===== src/rtl/tsls_pkg.sv =====
// shared constants and controller/datapath interface types for the tdm slot level meter
// no dependencies
package tsls_pkg;

    localparam int NUM_SLOTS      = 4;
    localparam int SLOT_W         = 2;
    localparam int SAMPLE_W       = 16;
    localparam int SQ_W           = 2 * SAMPLE_W;
    localparam int SUM_W          = 42;
    localparam int ROOT_W         = 16;
    localparam int RAD_W          = 2 * ROOT_W;
    localparam int DIV_STEPS      = SUM_W;
    localparam int SQRT_STEPS     = ROOT_W;
    localparam int ACC_LAST       = NUM_SLOTS;
    localparam int STEP_W         = 6;
    localparam int MAX_FRAMES_DEF = 2048;

    localparam logic signed [SAMPLE_W-1:0] MIN_INIT = 16'sh7fff;
    localparam logic signed [SAMPLE_W-1:0] MAX_INIT = 16'sh8000;

    typedef struct packed {
        logic              load;
        logic              mul;
        logic              add;
        logic              div_start;
        logic              div_step;
        logic              sqrt_start;
        logic              sqrt_step;
        logic              out_load;
        logic              clear;
        logic [SLOT_W-1:0] slot;
    } t_cmd;

    typedef struct packed {
        logic final_frame;
        logic out_free;
    } t_sts;

endpackage


===== src/rtl/tsls_ctrl.sv =====
// sequencer for the tdm slot level meter: accumulate, divide, square root, emit
// depends on tsls_pkg
module tsls_ctrl (
    input  logic           i_clk,
    input  logic           i_rst_n,
    input  logic           i_s_tvalid,
    output logic           o_s_tready,
    input  tsls_pkg::t_sts i_sts,
    output tsls_pkg::t_cmd o_cmd
);

    typedef enum logic [6:0] {
        S_IDLE      = 7'b0000001,
        S_ACC       = 7'b0000010,
        S_DIV_INIT  = 7'b0000100,
        S_DIV       = 7'b0001000,
        S_SQRT_INIT = 7'b0010000,
        S_SQRT      = 7'b0100000,
        S_EMIT      = 7'b1000000
    } t_state;

    t_state                        r_state, n_state;
    logic [tsls_pkg::STEP_W-1:0]   r_step, n_step;
    logic [tsls_pkg::SLOT_W-1:0]   r_slot, n_slot;

    always_comb begin
        n_state    = r_state;
        n_step     = r_step;
        n_slot     = r_slot;
        o_s_tready = 1'b0;
        o_cmd      = '0;
        o_cmd.slot = r_slot;
        case (r_state)
            S_IDLE: begin
                o_s_tready = 1'b1;
                if (i_s_tvalid) begin
                    o_cmd.load = 1'b1;
                    n_step     = '0;
                    n_state    = S_ACC;
                end
            end
            S_ACC: begin
                // multiply slot k while adding the square of slot k-1
                o_cmd.slot = r_step[tsls_pkg::SLOT_W-1:0];
                o_cmd.mul  = (r_step < tsls_pkg::STEP_W'(tsls_pkg::ACC_LAST));
                o_cmd.add  = (r_step != '0);
                if (r_step == tsls_pkg::STEP_W'(tsls_pkg::ACC_LAST)) begin
                    n_slot  = '0;
                    n_state = i_sts.final_frame ? S_DIV_INIT : S_IDLE;
                end else begin
                    n_step = r_step + 1'b1;
                end
            end
            S_DIV_INIT: begin
                o_cmd.div_start = 1'b1;
                n_step          = '0;
                n_state         = S_DIV;
            end
            S_DIV: begin
                o_cmd.div_step = 1'b1;
                if (r_step == tsls_pkg::STEP_W'(tsls_pkg::DIV_STEPS - 1)) begin
                    n_state = S_SQRT_INIT;
                end else begin
                    n_step = r_step + 1'b1;
                end
            end
            S_SQRT_INIT: begin
                o_cmd.sqrt_start = 1'b1;
                n_step           = '0;
                n_state          = S_SQRT;
            end
            S_SQRT: begin
                o_cmd.sqrt_step = 1'b1;
                if (r_step == tsls_pkg::STEP_W'(tsls_pkg::SQRT_STEPS - 1)) begin
                    n_state = S_EMIT;
                end else begin
                    n_step = r_step + 1'b1;
                end
            end
            S_EMIT: begin
                if (i_sts.out_free) begin
                    o_cmd.out_load = 1'b1;
                    if (r_slot == tsls_pkg::SLOT_W'(tsls_pkg::NUM_SLOTS - 1)) begin
                        o_cmd.clear = 1'b1;
                        n_state     = S_IDLE;
                    end else begin
                        n_slot  = r_slot + 1'b1;
                        n_state = S_DIV_INIT;
                    end
                end
            end
            default: begin
                n_state = S_IDLE;
            end
        endcase
    end

    always_ff @(posedge i_clk) begin
        if (!i_rst_n) begin
            r_state <= S_IDLE;
            r_step  <= '0;
            r_slot  <= '0;
        end else begin
            r_state <= n_state;
            r_step  <= n_step;
            r_slot  <= n_slot;
        end
    end

`ifndef ASSERT_OFF
    a_accept_starts_acc: assert property (@(posedge i_clk) disable iff (!i_rst_n)
        (i_s_tvalid && o_s_tready) |=> (r_state == S_ACC))
        else $error("accepted word did not start accumulation");

    a_div_step_bound: assert property (@(posedge i_clk) disable iff (!i_rst_n)
        (r_state == S_DIV) |-> (r_step < tsls_pkg::STEP_W'(tsls_pkg::DIV_STEPS)))
        else $error("divider step counter out of range");
`endif

endmodule


===== src/rtl/tsls_dp.sv =====
// datapath of the tdm slot level meter: per-slot statistics, shared squarer,
// restoring divider, digit-by-digit square root and output register; depends on tsls_pkg
module tsls_dp #(
    parameter int MAX_FRAMES = tsls_pkg::MAX_FRAMES_DEF,
    parameter int CNT_W      = 12
) (
    input  logic                                     i_clk,
    input  logic                                     i_rst_n,
    input  tsls_pkg::t_cmd                           i_cmd,
    output tsls_pkg::t_sts                           o_sts,
    // slot0, slot1, slot2, slot3 samples
    input  logic [tsls_pkg::NUM_SLOTS*tsls_pkg::SAMPLE_W-1:0] i_s_tdata,
    input  logic                                     i_s_tlast,
    output logic                                     o_m_tvalid,
    input  logic                                     i_m_tready,
    // rms_level, peak_level, min_sample, max_sample
    output logic [4*tsls_pkg::SAMPLE_W-1:0]          o_m_tdata,
    // slot_index, count_overflow
    output logic [tsls_pkg::SLOT_W:0]                o_m_tuser,
    output logic                                     o_m_tlast
);

    localparam int NS  = tsls_pkg::NUM_SLOTS;
    localparam int SW  = tsls_pkg::SAMPLE_W;
    localparam int SUW = tsls_pkg::SUM_W;
    localparam int RW  = tsls_pkg::ROOT_W;
    localparam int RDW = tsls_pkg::RAD_W;

    logic signed [SW-1:0]             r_smp [NS];
    logic                             r_final;
    logic                             r_take;
    logic [SUW-1:0]                   r_sum [NS];
    logic [SW-1:0]                    r_peak [NS];
    logic signed [SW-1:0]             r_min [NS];
    logic signed [SW-1:0]             r_max [NS];
    logic [CNT_W-1:0]                 r_count;
    logic                             r_ovf;
    logic [tsls_pkg::SQ_W-1:0]        r_sq;
    logic [tsls_pkg::SLOT_W-1:0]      r_sq_slot;
    logic [CNT_W-1:0]                 r_rem;
    logic [SUW-1:0]                   r_quo;
    logic [RDW-1:0]                   r_rad;
    logic [RW:0]                      r_srem;
    logic [RW-1:0]                    r_root;
    logic                             r_out_valid;
    logic [RW-1:0]                    r_out_rms;
    logic [SW-1:0]                    r_out_peak;
    logic signed [SW-1:0]             r_out_min;
    logic signed [SW-1:0]             r_out_max;
    logic [tsls_pkg::SLOT_W-1:0]      r_out_slot;
    logic                             r_out_ovf;
    logic                             r_out_last;

    logic signed [SW-1:0]             smp_c;
    logic [SW:0]                      neg_c;
    logic [SW-1:0]                    abs_c;
    logic [tsls_pkg::SQ_W-1:0]        sq_c;
    logic [tsls_pkg::SLOT_W-1:0]      sum_addr;
    logic [SUW-1:0]                   sum_rd;
    logic [SUW:0]                     sum_nx;
    logic                             take_c;
    logic [CNT_W:0]                   dtrial;
    logic [CNT_W:0]                   ddiff;
    logic [RW+2:0]                    srem2;
    logic [RW+2:0]                    strial;
    logic [RW+2:0]                    sdiff;

    assign smp_c    = r_smp[i_cmd.slot];
    assign neg_c    = (SW+1)'(0) - {smp_c[SW-1], smp_c};
    assign abs_c    = smp_c[SW-1] ? neg_c[SW-1:0] : smp_c;
    assign sq_c     = tsls_pkg::SQ_W'(abs_c) * tsls_pkg::SQ_W'(abs_c);
    assign sum_addr = i_cmd.div_start ? i_cmd.slot : r_sq_slot;
    assign sum_rd   = r_sum[sum_addr];
    assign sum_nx   = {1'b0, sum_rd} + (SUW+1)'(r_sq);
    assign take_c   = (r_count < CNT_W'(MAX_FRAMES));
    assign dtrial   = {r_rem, r_quo[SUW-1]};
    assign ddiff    = dtrial - {1'b0, r_count};
    assign srem2    = {r_srem, r_rad[RDW-1 -: 2]};
    assign strial   = {1'b0, r_root, 2'b01};
    assign sdiff    = srem2 - strial;

    assign o_sts.final_frame = r_final;
    assign o_sts.out_free    = !r_out_valid || i_m_tready;

    // frame capture and per-slot statistics
    always_ff @(posedge i_clk) begin
        if (i_cmd.load) begin
            for (int k = 0; k < NS; k++) begin
                r_smp[k] <= i_s_tdata[k*SW +: SW];
            end
            r_final <= i_s_tlast;
            r_take  <= take_c;
        end
        if (i_cmd.mul) begin
            r_sq      <= sq_c;
            r_sq_slot <= i_cmd.slot;
        end
    end

    always_ff @(posedge i_clk) begin
        if (!i_rst_n || i_cmd.clear) begin
            for (int k = 0; k < NS; k++) begin
                r_sum[k]  <= '0;
                r_peak[k] <= '0;
                r_min[k]  <= tsls_pkg::MIN_INIT;
                r_max[k]  <= tsls_pkg::MAX_INIT;
            end
            r_count <= '0;
            r_ovf   <= 1'b0;
        end else begin
            if (i_cmd.load) begin
                if (take_c) begin
                    r_count <= r_count + 1'b1;
                end else begin
                    r_ovf <= 1'b1;
                end
            end
            if (i_cmd.mul) begin
                if (abs_c > r_peak[i_cmd.slot]) begin
                    r_peak[i_cmd.slot] <= abs_c;
                end
                if (smp_c < r_min[i_cmd.slot]) begin
                    r_min[i_cmd.slot] <= smp_c;
                end
                if (smp_c > r_max[i_cmd.slot]) begin
                    r_max[i_cmd.slot] <= smp_c;
                end
            end
            if (i_cmd.add && r_take) begin
                // saturate at full scale
                r_sum[sum_addr] <= sum_nx[SUW] ? '1 : sum_nx[SUW-1:0];
            end
        end
    end

    // restoring divider and square root
    always_ff @(posedge i_clk) begin
        if (i_cmd.div_start) begin
            r_rem <= '0;
            r_quo <= sum_rd;
        end else if (i_cmd.div_step) begin
            if (dtrial >= {1'b0, r_count}) begin
                r_rem <= ddiff[CNT_W-1:0];
                r_quo <= {r_quo[SUW-2:0], 1'b1};
            end else begin
                r_rem <= dtrial[CNT_W-1:0];
                r_quo <= {r_quo[SUW-2:0], 1'b0};
            end
        end
        if (i_cmd.sqrt_start) begin
            r_rad  <= (r_count == '0) ? '0 : r_quo[RDW-1:0];
            r_srem <= '0;
            r_root <= '0;
        end else if (i_cmd.sqrt_step) begin
            r_rad <= {r_rad[RDW-3:0], 2'b00};
            if (srem2 >= strial) begin
                r_srem <= sdiff[RW:0];
                r_root <= {r_root[RW-2:0], 1'b1};
            end else begin
                r_srem <= srem2[RW:0];
                r_root <= {r_root[RW-2:0], 1'b0};
            end
        end
    end

    // output register
    always_ff @(posedge i_clk) begin
        if (i_cmd.out_load) begin
            r_out_rms  <= r_root;
            r_out_peak <= r_peak[i_cmd.slot];
            r_out_min  <= r_min[i_cmd.slot];
            r_out_max  <= r_max[i_cmd.slot];
            r_out_slot <= i_cmd.slot;
            r_out_ovf  <= r_ovf;
            r_out_last <= (i_cmd.slot == tsls_pkg::SLOT_W'(NS - 1));
        end
    end

    always_ff @(posedge i_clk) begin
        if (!i_rst_n) begin
            r_out_valid <= 1'b0;
        end else if (i_cmd.out_load) begin
            r_out_valid <= 1'b1;
        end else if (i_m_tready) begin
            r_out_valid <= 1'b0;
        end
    end

    assign o_m_tvalid = r_out_valid;
    assign o_m_tdata  = {r_out_max, r_out_min, r_out_peak, r_out_rms};
    assign o_m_tuser  = {r_out_ovf, r_out_slot};
    assign o_m_tlast  = r_out_last;

`ifndef ASSERT_OFF
    a_load_shows_word: assert property (@(posedge i_clk) disable iff (!i_rst_n)
        i_cmd.out_load |=> o_m_tvalid)
        else $error("loaded result not presented");

    a_clear_resets_count: assert property (@(posedge i_clk) disable iff (!i_rst_n)
        i_cmd.clear |=> (r_count == '0 && !r_ovf))
        else $error("statistics not cleared after last result");

    a_count_bound: assert property (@(posedge i_clk) disable iff (!i_rst_n)
        r_count <= CNT_W'(MAX_FRAMES))
        else $error("frame count above saturation limit");
`endif

endmodule


===== src/rtl/tdm_slot_level_stats.sv =====
// per-slot rms, peak, min and max level meter over a four-slot tdm capture
// a frame word is taken in IDLE and accumulated in ACC, and no new word is taken until ACC ends
// on the final frame each slot in turn runs a 42-step divider and a 16-step square root,
// and its result is then loaded into the output register once that register is free
// the next capture may start while the last result is still waiting on the output
// synchronous active-low reset clears all statistics and control at once, no clearing pass
module tdm_slot_level_stats #(
    parameter int MAX_FRAMES = tsls_pkg::MAX_FRAMES_DEF
) (
    input  logic                                     i_clk,
    input  logic                                     i_rst_n,
    input  logic                                     i_s_tvalid,
    output logic                                     o_s_tready,
    // slot0_sample, slot1_sample, slot2_sample, slot3_sample
    input  logic [tsls_pkg::NUM_SLOTS*tsls_pkg::SAMPLE_W-1:0] i_s_tdata,
    // final_frame
    input  logic                                     i_s_tlast,
    output logic                                     o_m_tvalid,
    input  logic                                     i_m_tready,
    // rms_level, peak_level, min_sample, max_sample
    output logic [4*tsls_pkg::SAMPLE_W-1:0]          o_m_tdata,
    // slot_index, count_overflow
    output logic [tsls_pkg::SLOT_W:0]                o_m_tuser,
    // last_slot
    output logic                                     o_m_tlast
);

    localparam int CNT_W = $clog2(MAX_FRAMES + 1);

    tsls_pkg::t_cmd cmd;
    tsls_pkg::t_sts sts;

    tsls_ctrl u_ctrl (
        .i_clk      (i_clk),
        .i_rst_n    (i_rst_n),
        .i_s_tvalid (i_s_tvalid),
        .o_s_tready (o_s_tready),
        .i_sts      (sts),
        .o_cmd      (cmd)
    );

    tsls_dp #(
        .MAX_FRAMES (MAX_FRAMES),
        .CNT_W      (CNT_W)
    ) u_dp (
        .i_clk      (i_clk),
        .i_rst_n    (i_rst_n),
        .i_cmd      (cmd),
        .o_sts      (sts),
        .i_s_tdata  (i_s_tdata),
        .i_s_tlast  (i_s_tlast),
        .o_m_tvalid (o_m_tvalid),
        .i_m_tready (i_m_tready),
        .o_m_tdata  (o_m_tdata),
        .o_m_tuser  (o_m_tuser),
        .o_m_tlast  (o_m_tlast)
    );

endmodule


===== config.mk =====
export PLATFORM = sky130hd
export DESIGN_NAME = tdm_slot_level_stats
export DESIGN_NICKNAME = d
export VERILOG_FILES = /design/src/rtl/tsls_pkg.sv /design/src/rtl/tsls_ctrl.sv /design/src/rtl/tsls_dp.sv /design/src/rtl/tdm_slot_level_stats.sv
export SDC_FILE = /design/constraint.sdc
export NUM_CORES = 2
export LEC_CHECK = 0
export BUFFER_PORTS_ARGS = -buffer_cell sky130_fd_sc_hd__clkbuf_2
export CORE_UTILIZATION = 28
export CTS_BUF_LIST = sky130_fd_sc_hd__clkbuf_8
export DETAILED_ROUTE_END_ITERATION = 6
export PLACE_DENSITY = 0.52
export REMOVE_ABC_BUFFERS = 1
export SLEW_MARGIN = 40
export SYNTH_ARGS = -nofsm -noshare
export SYNTH_HDL_FRONTEND = slang
export SYNTH_SLANG_ARGS = --single-unit

===== constraint.sdc =====
create_clock -name i_clk -period 12.8 [get_ports i_clk]
set_input_delay 1.28 -clock i_clk [delete_from_list [all_inputs] [get_ports i_clk]]
set_output_delay 1.28 -clock i_clk [all_outputs]
set_load 0.01 [all_outputs]

==> reports/summary.txt <==
hold_ws: 0.4494 ns
Critical path origin: u_ctrl.r_step[1]$_SDFFE_PN0P_
fin worst setup slack: 2.366 ns
complex-gate fraction of the synthesized area: 0.08654
Syn Std Cell Area: 40060 µm²
final period utilization: 0.8151
synth unique cells: 95
share of layout cells above drive strength 1: 0.1181
Seq/Total Area, Yosys: 0.4874
largest cells by area after synthesis: edfxtp_1 45%, fa_1 8.3%, ha_1 6.5%, nand2_1 5.6%, nor2_1 4.4%
final net count: 4369
dominant synthesized flop cell: edfxtp_1
largest net degree at the start of global routing: 97
Final Skew: 0.05848 ns
multiplexer share of the synthesized area: 0.04838
Post-Synth XOR/XNOR Area: 0.02361
Max Fanout on Critical Path: 21
Starting Density: 0.2826
status: complete, no violations
Vias per Instance: 4.777
htree depth: 3
Area Growth Syn to Fin: 12.86%
Clock transition at path regs: 0.07 ns
slowest CP cell: dfxtp_1
Die Y: 380.3 µm
register bit total from synthesis: 675
drt drc: 0
clk buf depth: 3
post-synthesis async set-or-reset flop share: 0
Die Area: 144600 µm²
number of synthesized flops with an enable pin: 601
Slew Limit Fails: 0
Final setup viols: 0
largest family of logic cells by synthesized area: simple AND/OR/NAND/NOR gates
post-synthesis adder-cell area fraction: 0.1476
Final Hold Fails: 0
Yosys top cell by area: edfxtp_1
Avg Inst Size Synth: 10.59 µm²
Maximum Capacitance Violations: 0
final core utilization: 0.3190
GPL Wtd Cong: 0.8203
crit end category: flip-flop
antenna violations before repair: 2
Post-Route WL: 109500 µm
hold depth: 0
RSZ-0062 raised after global routing: no
vias in the first global route: 28660
FP Rows: 138
cts bufs inserted: 111
Hold Crit Class: reg -> reg
share of the synthesized area in the top cell type: 0.4505
dpl cell area: 43110 µm²
gr usage total: 0.1496
# hold bufs at CTS: 0
CTS tree: built
Finished Cell Area: 45220 µm²
Gate Count Post-Synth: 3782
GR Overflow Total: 0
Fmax achieved: 95.84 MHz
Worst Path Arrival: 10.96 ns
Min Clock Period, post-route: 10.43 ns
Die Wd: 380.3 µm
Final ANT Viol Nets: 0
Post-CTS Setup Repair Bufs: 0
FF-to-FF Start: u_ctrl.r_step[1]$_SDFFE_PN0P_
port bufs: 138
via count: 28250
Reg2Reg Depth: 34
core area: 141800 µm²
synthesized-area fraction occupied by and/or/nand/nor cells: 0.1515
Post-DP HPWL: 75690 µm
Routed WL per cell: 18.52 µm
normalized max-slew margin: 0.3744
Critical Path Start Type: flip-flop
first-pass GRT wire length: 168900 µm
worst slew pin tran: 0.9312 ns
Worst-Skew Late Latency: 0.81 ns
Pre-antenna DRT Iters: 5
CTS root buf: clkbuf_8
Post-CTS Resized: 0
IO Count: 139
Worst Path Class, Setup: reg -> reg
crit-path max cell delay: 0.83 ns
clk sinks: 675
pre-CTS setup slack: 2.403 ns
Req. time, crit path: 13.33 ns
drt initial violations: 1871
Ys Warns: 0
Worst Hold Launch: u_dp.r_ovf$_SDFFE_PP0P_
[cell usage in the layout (no fill, tap or decap), types with 20 or more instances in the layout]
master,instances
xnor2_1,79
a21o_1,59
fa_1,166
a21oi_1,120
edfxtp_1,601
xor2_1,29
o21ai_0,89
nor2b_1,20
mux2i_1,116
dfxtp_1,73
nor2_1,463
or3_1,23
clkbuf_2,138
nand2_1,591
nand3_1,53
buf_4,70
a22o_1,33
mux4_2,29
clkbuf_8,115
clkinv_1,34
a211oi_1,22
nand4_1,23
a31oi_1,44
nor3_1,47
ha_1,207
inv_1,400
and3_1,55
[registers in the layout, summed over array words and instances, names as in the netlist, 6 cells and up]
name	count
u_dp.r_sum	168
u_dp.r_max	64
u_dp.r_min	64
u_dp.r_peak	64
u_dp.r_smp	64
u_dp.r_quo	42
u_dp.r_rad	32
u_dp.r_sq	31
u_dp.r_srem	17
u_dp.r_out_max	16
u_dp.r_out_min	16
u_dp.r_out_peak	16
u_dp.r_out_rms	16
u_dp.r_root	16
u_dp.r_count	12
u_dp.r_rem	12
u_ctrl.r_state	7
u_ctrl.r_step	6
[per-stage QoR]
step,setup TNS [ns],cells
6_report,0,5913
5_1_grt,0,5913
4_1_cts,0,5911
3_5_place_dp,0,5704
3_3_place_gp,0,5703
2_1_floorplan,-98.50,3602
[cell usage after synthesis (all sizes together) (6+ instances only)]
master   count
edfxtp     601
nand2      597
nor2       477
inv        363
ha         207
fa         166
clkbuf     132
a21oi      126
mux2i      120
o21ai       97
xnor2       79
dfxtp       74
a21o        60
buf         57
nand3       57
and3        55
nor3        49
a31oi       45
a22o        33
mux4        29
xor2        29
a211oi      26
nand4       23
or3         23
nor2b       20
and2        19
nand2b      18
o21a        17
nor4        16
nor3b       12
o21bai      12
a211o       10
clkinv       9
o31ai        9
or2          8
a2111oi      7
a221o        7
a221oi       7
a31o         7
mux2         6
o2111ai      6
o221ai       6
[final cells by class]
class,count,area [µm²]
fill,14490,96540
sequential,675,19530
multi-input combinational,2555,18560
tap,1890,2365
clock buffer,115,1583
inverter,372,1398
timing repair buffer,212,1274
clock inverter,92,508.0
antenna,2,5.005
[kinds of logic after synthesis]
group | after synthesis
multiplexers | 155
flip-flops | 675
XOR/XNOR | 108
buffers and inverters | 561
other | 2
AO/OA/AOI/OAI | 513
adder cells (fa/ha/maj) | 373
AND/OR/NAND/NOR | 1395
[path summary, 6_finish.rpt]
path | to | slack, ns
worst max-delay path | u_dp.r_sq[31]$_DFFE_PP_ | 2.37
worst min-delay path | u_dp.r_out_ovf$_DFFE_PP_ | 0.45
worst max register to register | u_dp.r_sq[31]$_DFFE_PP_ | 2.37
worst min register to register | u_dp.r_out_ovf$_DFFE_PP_ | 0.45
[critical path: cells and delay by family (launching register included)]
kind / cells / cell delay [ns]
adders and majority gates: 8 / 3.74
AOI/OAI and AO/OA: 10 / 3.08
buffers and inverters: 8 / 1.26
and+or+nand+nor: 6 / 0.96
DFF: 1 / 0.83
xor gates and xnor gates: 2 / 0.27
[metal layers]
layer  up-vias  GRT usage  share of wire
met4         0    0.04085          0.024
met3       171    0.02429          0.054
li1      13350          -              -
met1     14010     0.2074           0.47
met5         -          0              0
met2       717     0.2405           0.46
Power is left out: the tool's default activity adds up to more than one toggle a clock period on the data nets, which glitch-free logic cannot reach.
